### src/rtl/odo_pkg.sv
// Shared types and constants for the differential odometry integrator.
// No dependencies; imported by odo_cordic, odo_mac and the top level.
package odo_pkg;

  // Command codes of an input item
  typedef enum logic [1:0] {
    CMD_TICK  = 2'd0,
    CMD_SET   = 2'd1,
    CMD_CLR_X = 2'd2,
    CMD_CLR_Y = 2'd3
  } odo_cmd_t;

  // Configuration register indexes
  localparam int CFG_IDX_W = 1;
  localparam logic [CFG_IDX_W-1:0] REG_DIST_PER_REV  = 1'b0;
  localparam logic [CFG_IDX_W-1:0] REG_STEP_DEADBAND = 1'b1;

  localparam logic [31:0] DIST_PER_REV_RST  = 32'd65536;
  localparam logic [15:0] STEP_DEADBAND_RST = 16'd66;

  // Input and result items
  typedef struct packed {
    odo_cmd_t           cmd;
    logic        [15:0] heading_angle;
    logic signed [31:0] left_revs;
    logic signed [31:0] right_revs;
    logic signed [47:0] new_x;
    logic signed [47:0] new_y;
  } odo_in_t;

  typedef struct packed {
    logic signed [47:0] pos_x;
    logic signed [47:0] pos_y;
    logic signed [47:0] left_distance;
    logic signed [47:0] right_distance;
  } odo_out_t;

  // Sequencer
  typedef enum logic [2:0] {
    S_IDLE,
    S_MUL,
    S_TAKE,
    S_SUM,
    S_ABS,
    S_DONE
  } odo_state_t;

  typedef enum logic [1:0] {
    OP_LEFT,
    OP_RIGHT,
    OP_Y,
    OP_X
  } odo_op_t;

  // Multiply-accumulate control
  typedef struct packed {
    logic issue;    // launch a partial product this cycle
    logic first;    // partial product loads the accumulator
    logic rnd;      // add one half LSB of Q.16 on load
    logic shift32;  // later partial product weight: 2^32, else 2^16
  } odo_mac_ctl_t;

  localparam logic [63:0] ROUND_HALF = 64'd32768;

  // CORDIC
  localparam int XY_W       = 34;
  localparam int Z_W        = 33;
  localparam int ATAN_COUNT = 24;
  localparam int ATAN_IDX_W = 5;

  localparam logic signed [XY_W-1:0] CORDIC_START = 34'sd652032874;
  localparam logic signed [15:0]     Q15_MAX      = 16'sd32767;

  localparam logic [31:0] ATAN_TURNS [ATAN_COUNT] = '{
    32'h20000000, 32'h12E4051E, 32'h09FB385B, 32'h051111D4, 32'h028B0D43, 32'h0145D7E1,
    32'h00A2F61E, 32'h00517C55, 32'h0028BE53, 32'h00145F2F, 32'h000A2F98, 32'h000517CC,
    32'h00028BE6, 32'h000145F3, 32'h0000A2FA, 32'h0000517D, 32'h000028BE, 32'h0000145F,
    32'h00000A30, 32'h00000518, 32'h0000028C, 32'h00000146, 32'h000000A3, 32'h00000051
  };

  // Sine/cosine result handed to the sequencer
  typedef struct packed {
    logic               done;
    logic signed [15:0] cos_v;
    logic signed [15:0] sin_v;
  } odo_trig_t;

endpackage

### src/rtl/odo_cordic.sv
// Iterative CORDIC sine/cosine, one rotation per cycle through one shifter pair.
// Depends on odo_pkg (arctangent table, widths, odo_trig_t).
module odo_cordic #(
  parameter int ANGLE_BITS      = 16,
  parameter int TRIG_ITERATIONS = 16
) (
  input  logic              clk,
  input  logic              rst,
  input  logic              start,
  input  logic [15:0]       heading,
  output odo_pkg::odo_trig_t trig
);
  import odo_pkg::*;

  localparam int N_ITER = (TRIG_ITERATIONS > ATAN_COUNT) ? ATAN_COUNT : TRIG_ITERATIONS;
  localparam logic [ATAN_IDX_W-1:0] LAST_IT = ATAN_IDX_W'(N_ITER - 1);
  localparam logic [31:0] ANG_MASK = ~(32'hFFFF_FFFF >> ANGLE_BITS);

  logic                   busy;
  logic                   fin;
  logic [ATAN_IDX_W-1:0]  cnt;
  logic [1:0]             quad;
  logic signed [XY_W-1:0] x;
  logic signed [XY_W-1:0] y;
  logic signed [Z_W-1:0]  z;
  logic                   done_q;
  logic signed [15:0]     cos_q;
  logic signed [15:0]     sin_q;

  logic [31:0]            ang;
  logic [31:0]            ang_rnd;
  logic [1:0]             quad_next;
  logic [31:0]            resid;
  logic signed [XY_W-1:0] xs;
  logic signed [XY_W-1:0] ys;
  logic signed [Z_W-1:0]  at;
  logic signed [15:0]     c_q;
  logic signed [15:0]     s_q;

  function automatic logic signed [15:0] to_q15(input logic signed [XY_W-1:0] v);
    logic signed [XY_W-1:0] t;
    t = (v + XY_W'(16384)) >>> 15;
    if (t > XY_W'(Q15_MAX)) begin
      return Q15_MAX;
    end else if (t < -XY_W'(Q15_MAX)) begin
      return -Q15_MAX;
    end
    return t[15:0];
  endfunction

  assign trig = {done_q, cos_q, sin_q};

  // fold to the nearest quadrant
  always_comb begin
    ang       = {heading, 16'h0000} & ANG_MASK;
    ang_rnd   = ang + 32'h2000_0000;
    quad_next = ang_rnd[31:30];
    resid     = ang - {quad_next, 30'b0};
  end

  always_comb begin
    xs  = x >>> cnt;
    ys  = y >>> cnt;
    at  = $signed({1'b0, ATAN_TURNS[cnt]});
    c_q = to_q15(x);
    s_q = to_q15(y);
  end

  always_ff @(posedge clk) begin
    if (rst) begin
      busy   <= 1'b0;
      fin    <= 1'b0;
      done_q <= 1'b0;
      cnt    <= '0;
    end else if (start) begin
      busy   <= 1'b1;
      fin    <= 1'b0;
      done_q <= 1'b0;
      cnt    <= '0;
    end else if (busy) begin
      cnt <= cnt + 1'b1;
      if (cnt == LAST_IT) begin
        busy <= 1'b0;
        fin  <= 1'b1;
      end
    end else if (fin) begin
      fin    <= 1'b0;
      done_q <= 1'b1;
    end
  end

  always_ff @(posedge clk) begin
    if (start) begin
      quad <= quad_next;
      x    <= CORDIC_START;
      y    <= '0;
      z    <= Z_W'($signed(resid));
    end else if (busy) begin
      if (!z[Z_W-1]) begin
        x <= x - ys;
        y <= y + xs;
        z <= z - at;
      end else begin
        x <= x + ys;
        y <= y - xs;
        z <= z + at;
      end
    end
  end

  // quadrant unfold into the held result
  always_ff @(posedge clk) begin
    if (fin) begin
      unique case (quad)
        2'd0: begin
          cos_q <= c_q;
          sin_q <= s_q;
        end
        2'd1: begin
          cos_q <= -s_q;
          sin_q <= c_q;
        end
        2'd2: begin
          cos_q <= -c_q;
          sin_q <= -s_q;
        end
        2'd3: begin
          cos_q <= s_q;
          sin_q <= -c_q;
        end
      endcase
    end
  end

endmodule

### src/rtl/odo_mac.sv
// Shared 33x17 signed multiplier with a 64-bit weighted accumulator.
// Depends on odo_pkg (odo_mac_ctl_t, ROUND_HALF).
module odo_mac (
  input  logic                 clk,
  input  logic                 rst,
  input  odo_pkg::odo_mac_ctl_t ctl,
  input  logic signed [32:0]   a,
  input  logic signed [16:0]   b,
  output logic [63:0]          acc
);
  import odo_pkg::*;

  logic signed [49:0] prod;
  odo_mac_ctl_t       prod_ctl;
  logic [63:0]        prod_ext;

  assign prod_ext = 64'(prod);

  always_ff @(posedge clk) begin
    if (rst) begin
      prod_ctl <= '0;
    end else begin
      prod_ctl <= ctl;
    end
  end

  always_ff @(posedge clk) begin
    if (ctl.issue) begin
      prod <= a * b;
    end
  end

  always_ff @(posedge clk) begin
    if (prod_ctl.issue) begin
      if (prod_ctl.first) begin
        acc <= prod_ext + (prod_ctl.rnd ? ROUND_HALF : 64'd0);
      end else if (prod_ctl.shift32) begin
        acc <= acc + (prod_ext << 32);
      end else begin
        acc <= acc + (prod_ext << 16);
      end
    end
  end

endmodule

### src/rtl/differential_odometry_integrator.sv
// Differential wheel odometry integrator: top level, sequencer and position state.
// Depends on odo_pkg, odo_cordic and odo_mac.
//
// Dead-reckoning integrator. A tick item converts both wheel positions
// (Q15.16 revolutions) to distances through dist_per_rev, takes the mean
// change since the previous tick and adds it, projected by cos and -sin of
// the heading, to the saturating X and Y positions; an axis step below
// step_deadband leaves that axis alone. Set and clear commands load or zero
// the position and keep the wheel distances. Every item gives one result
// transfer with the position and stored wheel distances after the item.
// A tick runs the CORDIC, one rotation per cycle, overlapped with the two
// wheel-distance products and followed by the two axis-step products; set
// and clear items go straight to the done step. All four products go
// through one 33x17 multiplier as two partial products each. in_stall is
// low only while the sequencer is idle; a finished result sits in the
// output register, so a new item can be taken while the previous result
// transfer is still stalled.
// Configuration writes take effect at once and belong in idle periods.
module differential_odometry_integrator #(
  parameter int POS_WIDTH       = 48,
  parameter int ANGLE_BITS      = 16,
  parameter int TRIG_ITERATIONS = 16
) (
  input  logic                              clk,
  input  logic                              rst,
  input  logic                              in_valid,
  output logic                              in_stall,
  input  odo_pkg::odo_in_t                  in_data,
  output logic                              out_valid,
  input  logic                              out_stall,
  output odo_pkg::odo_out_t                 out_data,
  input  logic                              cfg_we,
  input  logic [odo_pkg::CFG_IDX_W-1:0]     cfg_index,
  input  logic [31:0]                       cfg_data
);
  import odo_pkg::*;

  // saturation limits, carried in 64 bits
  localparam logic signed [63:0] POS_MAX = (64'sd1 <<< (POS_WIDTH - 1)) - 64'sd1;
  localparam logic signed [63:0] POS_MIN = -POS_MAX - 64'sd1;
  // width for position +/- a 48-bit step without overflow
  localparam int ACC_W = ((POS_WIDTH > 49) ? POS_WIDTH : 49) + 1;
  localparam logic signed [ACC_W-1:0] A_MAX = ACC_W'(POS_MAX);
  localparam logic signed [ACC_W-1:0] A_MIN = ACC_W'(POS_MIN);

  // configuration
  logic [31:0] dist_per_rev;
  logic [15:0] step_deadband;

  // odometry state
  logic signed [POS_WIDTH-1:0] pos_x;
  logic signed [POS_WIDTH-1:0] pos_y;
  logic signed [POS_WIDTH-1:0] prev_l;
  logic signed [POS_WIDTH-1:0] prev_r;

  // per-item working registers
  odo_in_t                     in_q;
  logic signed [POS_WIDTH-1:0] dist_l;
  logic signed [POS_WIDTH-1:0] dist_r;
  logic [63:0]                 sum;
  logic [63:0]                 sum_mag;
  logic [14:0]                 mt_x;
  logic [14:0]                 mt_y;
  logic                        neg_x;
  logic                        neg_y;
  odo_out_t                    out_q;

  // sequencer
  odo_state_t state;
  odo_state_t state_next;
  odo_op_t    op;
  logic [1:0] phase;

  // datapath links
  odo_mac_ctl_t       mac_ctl;
  logic signed [32:0] mac_a;
  logic signed [16:0] mac_b;
  logic [63:0]        acc;
  odo_trig_t          trig;
  logic               trig_start;
  logic               in_xfer;
  logic               out_xfer;
  logic               out_load;

  logic [63:0]        sum_abs;
  logic signed [15:0] cos_neg;
  logic signed [15:0] sin_neg;
  logic [47:0]        step_mag;
  logic signed [POS_WIDTH-1:0] dist_new;

  function automatic logic signed [POS_WIDTH-1:0] sat_pos(input logic signed [63:0] v);
    if (v > POS_MAX) begin
      return POS_MAX[POS_WIDTH-1:0];
    end else if (v < POS_MIN) begin
      return POS_MIN[POS_WIDTH-1:0];
    end
    return v[POS_WIDTH-1:0];
  endfunction

  // saturating add of a step magnitude, skipped inside the deadband
  function automatic logic signed [POS_WIDTH-1:0] apply_step(
    input logic signed [POS_WIDTH-1:0] pos,
    input logic [47:0]                 mag,
    input logic                        neg,
    input logic [15:0]                 band
  );
    logic signed [ACC_W-1:0] p;
    logic signed [ACC_W-1:0] m;
    logic signed [ACC_W-1:0] r;
    p = ACC_W'(pos);
    m = ACC_W'($signed({1'b0, mag}));
    r = neg ? (p - m) : (p + m);
    if (mag < {32'd0, band}) begin
      return pos;
    end else if (r > A_MAX) begin
      return POS_MAX[POS_WIDTH-1:0];
    end else if (r < A_MIN) begin
      return POS_MIN[POS_WIDTH-1:0];
    end
    return r[POS_WIDTH-1:0];
  endfunction

  function automatic logic signed [47:0] to_out(input logic signed [POS_WIDTH-1:0] v);
    logic signed [63:0] w;
    w = 64'(v);
    return w[47:0];
  endfunction

  assign in_xfer  = in_valid && !in_stall;
  assign out_xfer = out_valid && !out_stall;
  assign out_data = out_q;

  // operand shaping
  always_comb begin
    sum_abs  = sum[63] ? (64'd0 - sum) : sum;
    cos_neg  = -trig.cos_v;
    sin_neg  = -trig.sin_v;
    step_mag = acc[63:16];
    dist_new = sat_pos($signed(acc) >>> 16);
  end

  // next state
  always_comb begin
    state_next = state;
    unique case (state)
      S_IDLE: begin
        if (in_xfer) begin
          state_next = (in_data.cmd == CMD_TICK) ? S_MUL : S_DONE;
        end
      end
      S_MUL: begin
        if (phase == 2'd2) begin
          state_next = S_TAKE;
        end
      end
      S_TAKE: begin
        unique case (op)
          OP_LEFT:  state_next = S_MUL;
          OP_RIGHT: state_next = S_SUM;
          OP_Y:     state_next = S_MUL;
          OP_X:     state_next = S_DONE;
        endcase
      end
      S_SUM: state_next = S_ABS;
      S_ABS: begin
        if (trig.done) begin
          state_next = S_MUL;
        end
      end
      S_DONE: begin
        if (!out_valid || !out_stall) begin
          state_next = S_IDLE;
        end
      end
    endcase
  end

  // sequencer outputs
  always_comb begin
    in_stall        = (state != S_IDLE);
    trig_start      = (state == S_IDLE) && in_valid && (in_data.cmd == CMD_TICK);
    out_load        = (state == S_DONE) && (!out_valid || !out_stall);
    mac_ctl.issue   = (state == S_MUL) && (phase != 2'd2);
    mac_ctl.first   = (phase == 2'd0);
    mac_ctl.rnd     = (op == OP_Y) || (op == OP_X);
    mac_ctl.shift32 = (op == OP_Y) || (op == OP_X);
    unique case (op)
      OP_LEFT: begin
        mac_a = 33'(in_q.left_revs);
        mac_b = (phase == 2'd0) ? $signed({1'b0, dist_per_rev[15:0]})
                                : $signed({1'b0, dist_per_rev[31:16]});
      end
      OP_RIGHT: begin
        mac_a = 33'(in_q.right_revs);
        mac_b = (phase == 2'd0) ? $signed({1'b0, dist_per_rev[15:0]})
                                : $signed({1'b0, dist_per_rev[31:16]});
      end
      OP_Y: begin
        mac_a = (phase == 2'd0) ? $signed({1'b0, sum_mag[31:0]})
                                : $signed({1'b0, sum_mag[63:32]});
        mac_b = $signed({2'b00, mt_y});
      end
      OP_X: begin
        mac_a = (phase == 2'd0) ? $signed({1'b0, sum_mag[31:0]})
                                : $signed({1'b0, sum_mag[63:32]});
        mac_b = $signed({2'b00, mt_x});
      end
    endcase
  end

  always_ff @(posedge clk) begin
    if (rst) begin
      state <= S_IDLE;
      op    <= OP_LEFT;
      phase <= 2'd0;
    end else begin
      state <= state_next;
      unique case (state)
        S_IDLE: begin
          op    <= OP_LEFT;
          phase <= 2'd0;
        end
        S_MUL: phase <= (phase == 2'd2) ? 2'd0 : phase + 2'd1;
        S_TAKE: begin
          unique case (op)
            OP_LEFT:  op <= OP_RIGHT;
            OP_RIGHT: op <= OP_Y;
            OP_Y:     op <= OP_X;
            OP_X:     op <= OP_X;
          endcase
        end
        S_SUM, S_ABS, S_DONE: phase <= 2'd0;
      endcase
    end
  end

  // configuration writes
  always_ff @(posedge clk) begin
    if (rst) begin
      dist_per_rev  <= DIST_PER_REV_RST;
      step_deadband <= STEP_DEADBAND_RST;
    end else if (cfg_we) begin
      unique case (cfg_index)
        REG_DIST_PER_REV:  dist_per_rev  <= cfg_data;
        REG_STEP_DEADBAND: step_deadband <= cfg_data[15:0];
      endcase
    end
  end

  // odometry state
  always_ff @(posedge clk) begin
    if (rst) begin
      pos_x  <= '0;
      pos_y  <= '0;
      prev_l <= '0;
      prev_r <= '0;
    end else begin
      if (in_xfer) begin
        unique case (in_data.cmd)
          CMD_TICK: ;
          CMD_SET: begin
            pos_x <= sat_pos(64'(in_data.new_x));
            pos_y <= sat_pos(64'(in_data.new_y));
          end
          CMD_CLR_X: pos_x <= '0;
          CMD_CLR_Y: pos_y <= '0;
        endcase
      end
      if (state == S_SUM) begin
        prev_l <= dist_l;
        prev_r <= dist_r;
      end
      if (state == S_TAKE && op == OP_Y) begin
        pos_y <= apply_step(pos_y, step_mag, neg_y, step_deadband);
      end
      if (state == S_TAKE && op == OP_X) begin
        pos_x <= apply_step(pos_x, step_mag, neg_x, step_deadband);
      end
    end
  end

  // working registers
  always_ff @(posedge clk) begin
    if (in_xfer) begin
      in_q <= in_data;
    end
    if (state == S_TAKE && op == OP_LEFT) begin
      dist_l <= dist_new;
    end
    if (state == S_TAKE && op == OP_RIGHT) begin
      dist_r <= dist_new;
    end
    if (state == S_SUM) begin
      // wraps in 64 bits
      sum <= 64'(dist_l) - 64'(prev_l) + 64'(dist_r) - 64'(prev_r);
    end
    if (state == S_ABS) begin
      sum_mag <= sum_abs;
      mt_x    <= trig.cos_v[15] ? cos_neg[14:0] : trig.cos_v[14:0];
      mt_y    <= trig.sin_v[15] ? sin_neg[14:0] : trig.sin_v[14:0];
      // Y projects onto -sin
      neg_x   <= sum[63] ^ trig.cos_v[15];
      neg_y   <= sum[63] ^ (!trig.sin_v[15] && (trig.sin_v != 16'sd0));
    end
  end

  // result register
  always_ff @(posedge clk) begin
    if (rst) begin
      out_valid <= 1'b0;
    end else if (out_load) begin
      out_valid <= 1'b1;
    end else if (out_xfer) begin
      out_valid <= 1'b0;
    end
  end

  always_ff @(posedge clk) begin
    if (out_load) begin
      out_q.pos_x          <= to_out(pos_x);
      out_q.pos_y          <= to_out(pos_y);
      out_q.left_distance  <= to_out(prev_l);
      out_q.right_distance <= to_out(prev_r);
    end
  end

  odo_cordic #(
    .ANGLE_BITS      (ANGLE_BITS),
    .TRIG_ITERATIONS (TRIG_ITERATIONS)
  ) u_cordic (
    .clk     (clk),
    .rst     (rst),
    .start   (trig_start),
    .heading (in_data.heading_angle),
    .trig    (trig)
  );

  odo_mac u_mac (
    .clk (clk),
    .rst (rst),
    .ctl (mac_ctl),
    .a   (mac_a),
    .b   (mac_b),
    .acc (acc)
  );

  // a tick must invalidate the previous sine/cosine before the axis products
  a_trig_restart: assert property (@(posedge clk) disable iff (rst)
    (in_xfer && in_data.cmd == CMD_TICK) |=> !trig.done)
    else $error("sine/cosine still flagged done after a new tick");

  a_clear_x: assert property (@(posedge clk) disable iff (rst)
    (in_xfer && in_data.cmd == CMD_CLR_X) |=> (pos_x == '0))
    else $error("clear X did not zero the X position");

  a_prev_hold: assert property (@(posedge clk) disable iff (rst)
    (state != S_SUM) |=> ($stable(prev_l) && $stable(prev_r)))
    else $error("wheel distances changed outside the sum step");

  a_result_src: assert property (@(posedge clk) disable iff (rst)
    $rose(out_valid) |-> ($past(state) == S_DONE))
    else $error("result transfer raised outside the done step");

  a_phase_range: assert property (@(posedge clk) disable iff (rst)
    (state == S_MUL) |-> (phase != 2'd3))
    else $error("multiply phase out of range");

endmodule
### config.mk
export PLATFORM = sky130hd
export DESIGN_NAME = differential_odometry_integrator
export DESIGN_NICKNAME = d
export VERILOG_FILES = /design/src/rtl/odo_pkg.sv /design/src/rtl/odo_cordic.sv /design/src/rtl/odo_mac.sv /design/src/rtl/differential_odometry_integrator.sv
export SDC_FILE = /design/constraint.sdc
export NUM_CORES = 2
export LEC_CHECK = 0
export BUFFER_PORTS_ARGS = -buffer_cell sky130_fd_sc_hd__buf_4
export CAP_MARGIN = 10
export CORE_AREA = 8 8 480 482
export CTS_CLUSTER_DIAMETER = 150
export DETAILED_ROUTE_END_ITERATION = 8
export DIE_AREA = 0 0 488 490
export PLACE_DENSITY_LB_ADDON = 0.08
export SLEW_MARGIN = 20
export SYNTH_ARGS = -nofsm -noshare
export SYNTH_HDL_FRONTEND = slang
export SYNTH_HIERARCHICAL = 1
export SYNTH_SLANG_ARGS = --single-unit
### constraint.sdc
create_clock -name clk -period 10.25 [get_ports clk]
set_input_delay 0.5125 -clock clk [delete_from_list [all_inputs] [get_ports clk]]
set_output_delay 0.5125 -clock clk [all_outputs]
set_load 0.005 [all_outputs]
==> report_table.html <==
<table>
<tr><th>Metric</th><th>Value</th></tr>
<tr><th colspan="2">Pwr</th></tr>
<tr><td>Power density cells</td><td>355 mW/mm^2</td></tr>
<tr><td>Clock network fraction of total power</td><td>12.7%</td></tr>
<tr><td>Part of the power in combinational logic</td><td>67.4%</td></tr>
<tr><td>Power Internal</td><td>17.7 mW</td></tr>
<tr><td>Maximum vdd drop</td><td>0.000400 V</td></tr>
<tr><td>Switching share of power</td><td>49.9%</td></tr>
<tr><td>Leak</td><td>40.2 nW</td></tr>
<tr><td>Sequential share of power</td><td>19.9%</td></tr>
<tr><td>Net switching component of the power</td><td>17.7 mW</td></tr>
<tr><td>Final Power</td><td>35.4 mW</td></tr>
<tr><th colspan="2">Synthesis</th></tr>
<tr><td>Summed instance area of the synthesized netlist</td><td>0.0880 sq mm</td></tr>
<tr><td>Average size of a mapped cell</td><td>9.27 sq um</td></tr>
<tr><td>Count of yosys warnings during synthesis</td><td>6</td></tr>
<tr><td>Cell count after synthesis</td><td>9491</td></tr>
<tr><th colspan="2">Run status</th></tr>
<tr><td>Status</td><td>completed</td></tr>
<tr><th colspan="2">Place</th></tr>
<tr><td>Detailed-placement wirelength estimate</td><td>249000 um</td></tr>
<tr><td>Placer Congestion</td><td>0.949</td></tr>
<tr><td>Buffers added on ports</td><td>409</td></tr>
<tr><td>Total placed instance area</td><td>0.0944 sq mm</td></tr>
<tr><th colspan="2">Route</th></tr>
<tr><td>Via Count</td><td>73092</td></tr>
<tr><td>First-pass DRT Iterations</td><td>6</td></tr>
<tr><td>Via density per instance</td><td>5.68</td></tr>
<tr><td>Wire length per cell</td><td>25.0 um</td></tr>
<tr><td>Total Wirelength</td><td>322000 um</td></tr>
<tr><td>Number of DRC markers after the initial detailed-route iteration</td><td>6253</td></tr>
<tr><td>Remaining routing DRC violations</td><td>0</td></tr>
<tr><td>ANT nets after route</td><td>0</td></tr>
<tr><th colspan="2">Global route</th></tr>
<tr><td>First-pass GRT wire length</td><td>478000 um</td></tr>
<tr><td>Number of global-route vias before repair</td><td>71920</td></tr>
<tr><td>Met3 usage in global routing</td><td>2.85%</td></tr>
<tr><td>GR Util All Layers</td><td>26.0%</td></tr>
<tr><td>Global-route track usage on met2</td><td>42.2%</td></tr>
<tr><td>Busiest grt layer</td><td>met2</td></tr>
<tr><td>Congestion Overflow GR</td><td>0</td></tr>
<tr><td>Met1 routing resource usage after global routing</td><td>36.3%</td></tr>
<tr><td>Initial antenna violation count</td><td>24</td></tr>
<tr><td>Maximum number of pins on one net before global-route repair</td><td>139</td></tr>
<tr><th colspan="2">Worst setup path</th></tr>
<tr><td>Required @ worst endpoint</td><td>10.73 ns</td></tr>
<tr><td>Worst path max stage delay</td><td>0.65 ns</td></tr>
<tr><td>Reg2reg path depth</td><td>26</td></tr>
<tr><td>Startpoint kind of the worst setup timing path</td><td>flop</td></tr>
<tr><td>Cell with the largest stage delay on the worst path</td><td>sky130_fd_sc_hd__nor2_4</td></tr>
<tr><td>Data arrival time of the critical path</td><td>9.45 ns</td></tr>
<tr><td>Cell family with most CP delay</td><td>adder cells</td></tr>
<tr><td>Maximum net fanout on the critical path</td><td>35</td></tr>
<tr><td>Worst setup EP type</td><td>flop</td></tr>
<tr><td>Total stage count of the critical path</td><td>26</td></tr>
<tr><td>Worst path buffer plus inverter count</td><td>5</td></tr>
<tr><td>Cell repeated most along the worst path</td><td>sky130_fd_sc_hd__fa_1</td></tr>
<tr><td>Startpoint-to-endpoint class of the critical path</td><td>reg2reg</td></tr>
<tr><th colspan="2">Die</th></tr>
<tr><td>Starting density of the core</td><td>39.4%</td></tr>
<tr><td>Io pins</td><td>410</td></tr>
<tr><td>Die ar.</td><td>0.239 sq mm</td></tr>
<tr><td>Vertical die dimension</td><td>490 um</td></tr>
<tr><td>Area of the core</td><td>0.223 sq mm</td></tr>
<tr><td>Number of placement rows</td><td>174</td></tr>
<tr><td>Die W</td><td>488 um</td></tr>
<tr><th colspan="2">STA</th></tr>
<tr><td>Final cycle utilization of the critical path</td><td>87.5%</td></tr>
<tr><td>Hold violation count in the final report</td><td>0</td></tr>
<tr><td>Worst-case headroom to the max-slew limit</td><td>21.0%</td></tr>
<tr><td>Final critical path time including I/O delays and setup</td><td>8.97 ns</td></tr>
<tr><td>Final Skew</td><td>0.0771 ns</td></tr>
<tr><td>Worst-margin pin slew</td><td>1.17 ns</td></tr>
<tr><td>Max Fclk</td><td>0.112 GHz</td></tr>
<tr><td>Setup repair after global routing missed its margin</td><td>no</td></tr>
<tr><td>Aggregate negative setup slack</td><td>0 ns</td></tr>
<tr><td>Total count of max-transition violations in the final report</td><td>0</td></tr>
<tr><td>Count of final setup violators</td><td>0</td></tr>
<tr><th colspan="2">CTS</th></tr>
<tr><td>Maximum count of clock buffers along a single path</td><td>3</td></tr>
<tr><td>Clock tree from TritonCTS</td><td>built</td></tr>
<tr><td>Clock buffer count from CTS</td><td>115</td></tr>
<tr><td>Post-CTS resize count</td><td>0</td></tr>
<tr><td>Clock slew at reported path FFs</td><td>0.06 ns</td></tr>
<tr><td>Clock latency at the later pin of the worst-skew pair</td><td>0.81 ns</td></tr>
<tr><td>Clock root buffer</td><td>sky130_fd_sc_hd__clkbuf_16</td></tr>
<tr><td>Total number of clock tree sinks</td><td>992</td></tr>
<tr><td>Max H-tree Level</td><td>3</td></tr>
<tr><th colspan="2">Flow run</th></tr>
<tr><td>Max capacitance violation total</td><td>0</td></tr>
<tr><th colspan="2">Hold path</th></tr>
<tr><td>Hold depth</td><td>3</td></tr>
<tr><td>Worst hold path class</td><td>in2reg</td></tr>
<tr><th colspan="2">Finish</th></tr>
<tr><td>Finished Cell Area</td><td>0.0996 sq mm</td></tr>
<tr><td>Area growth syn-to-layout</td><td>13.1%</td></tr>
<tr><td>Fraction of final layout cells with drive strength greater than 1</td><td>10.3%</td></tr>
<tr><td>Layout Nets</td><td>11104</td></tr>
</table>
==> tightest hold or removal path, cell delays in order <==
cell and delay (ns):
sky130_fd_sc_hd__buf_4 0.11, sky130_fd_sc_hd__nand2_1 0.05, sky130_fd_sc_hd__o21ai_0 0.06
==> cell usage in the layout (no fill, tap or decap), types with 25 or more instances in the layout <==
| cell type | n |
|---|---|
| sky130_fd_sc_hd__o21a_1 | 54 |
| sky130_fd_sc_hd__nor3_1 | 115 |
| sky130_fd_sc_hd__o21ai_0 | 357 |
| sky130_fd_sc_hd__a211oi_1 | 212 |
| sky130_fd_sc_hd__mux2i_1 | 167 |
| sky130_fd_sc_hd__and2_1 | 293 |
| sky130_fd_sc_hd__edfxtp_1 | 664 |
| sky130_fd_sc_hd__nor2_1 | 647 |
| sky130_fd_sc_hd__o31ai_1 | 48 |
| sky130_fd_sc_hd__a22oi_1 | 89 |
| sky130_fd_sc_hd__or3_1 | 33 |
| sky130_fd_sc_hd__mux4_2 | 71 |
| sky130_fd_sc_hd__fa_1 | 640 |
| sky130_fd_sc_hd__a31oi_1 | 86 |
| sky130_fd_sc_hd__clkinv_2 | 25 |
| sky130_fd_sc_hd__nand4_1 | 67 |
| sky130_fd_sc_hd__o22ai_1 | 32 |
| sky130_fd_sc_hd__nor4_1 | 31 |
| sky130_fd_sc_hd__o21bai_1 | 49 |
| sky130_fd_sc_hd__inv_1 | 818 |
| sky130_fd_sc_hd__dfxtp_1 | 320 |
| sky130_fd_sc_hd__clkbuf_16 | 116 |
| sky130_fd_sc_hd__nand2b_1 | 77 |
| sky130_fd_sc_hd__a21o_1 | 203 |
| sky130_fd_sc_hd__a21oi_1 | 718 |
| sky130_fd_sc_hd__ha_1 | 481 |
| sky130_fd_sc_hd__xnor2_1 | 477 |
| sky130_fd_sc_hd__and3_1 | 59 |
| sky130_fd_sc_hd__mux2_2 | 38 |
| sky130_fd_sc_hd__o211ai_1 | 44 |
| sky130_fd_sc_hd__dlygate4sd3_1 | 106 |
| sky130_fd_sc_hd__nand2_1 | 1064 |
| sky130_fd_sc_hd__nand3_1 | 143 |
| sky130_fd_sc_hd__buf_4 | 578 |
| sky130_fd_sc_hd__xor2_1 | 207 |
| sky130_fd_sc_hd__nor2b_1 | 118 |
==> per-layer routing <==
layer	share of wire, %	vias up	wire length, um
li1	-	33596	-
met1	44	36526	143000
met2	46	2471	149000
met3	5.7	493	18300
met4	3.8	6	12300
met5	0.011	-	34
==> flip-flops by register name, indices dropped and copies added (netlist names), 32 cells and up <==
name          cells
dist_l           48
prev_r           48
dist_per_rev     32
dist_r           48
pos_x            48
sum_mag          64
u_mac/acc        48
sum              51
out_data        192
u_mac/prod       50
u_cordic/y       34
u_cordic/z       33
u_cordic/x       34
pos_y            48
prev_l           48
in_q             64
==> cell type report <==
cell class,instances,area (sq um)
fill,21753,124000
inverter,824,3100
multi-input combinational,7146,56600
antenna,10,25.0
timing repair buffer,688,5480
sequential,992,26500
tap,2992,3740
clock inverter,74,1040
clock buffer,145,3070
==> power groups by stage <==
stage / clock network [mW] / logic, mW / registers, mW
detailed placement: 0 / 23.7 / 7.06
floorplan: 0 / 17.1 / 6.43
global placement: 0 / 23.5 / 7.07
global route: 4.74 / 26.4 / 7.07
finish: 4.50 / 23.9 / 7.02
CTS: 4.60 / 23.9 / 6.99
==> through the flow <==
step / instances / util (%) / setup WS, ns / hold WS (ns)
finish: 12871 / 44.6 / 1.28 / 0.0535
global route: 12866 / 44.6 / 0.941 / 0.0344
CTS: 12861 / 44.6 / 1.36 / 0.00117
detailed placement: 12536 / 42.3 / 1.47 / 0.436
global placement: 12535 / 42.3 / 1.53 / 0.422
floorplan: 9508 / - / 1.68 / 0.408
==> timing repair <==
item / in CTS / in global routing
endpoints found under the setup margin: 0 / 0
hold buffers: 106 / 0
setup buffers: 0 / 0
endpoints found under the hold margin: 122 / 0
==> final timing paths <==
check / start / end / slack, ns
min: in_data[173] / u_cordic/z[29] / 0.05
min reg2reg: step_deadband[3] / step_deadband[3] / 0.46
max reg2reg: phase[1] / u_mac/prod[47] / 1.28
max: phase[1] / u_mac/prod[47] / 1.28
Power figures use the tool's default switching activity.
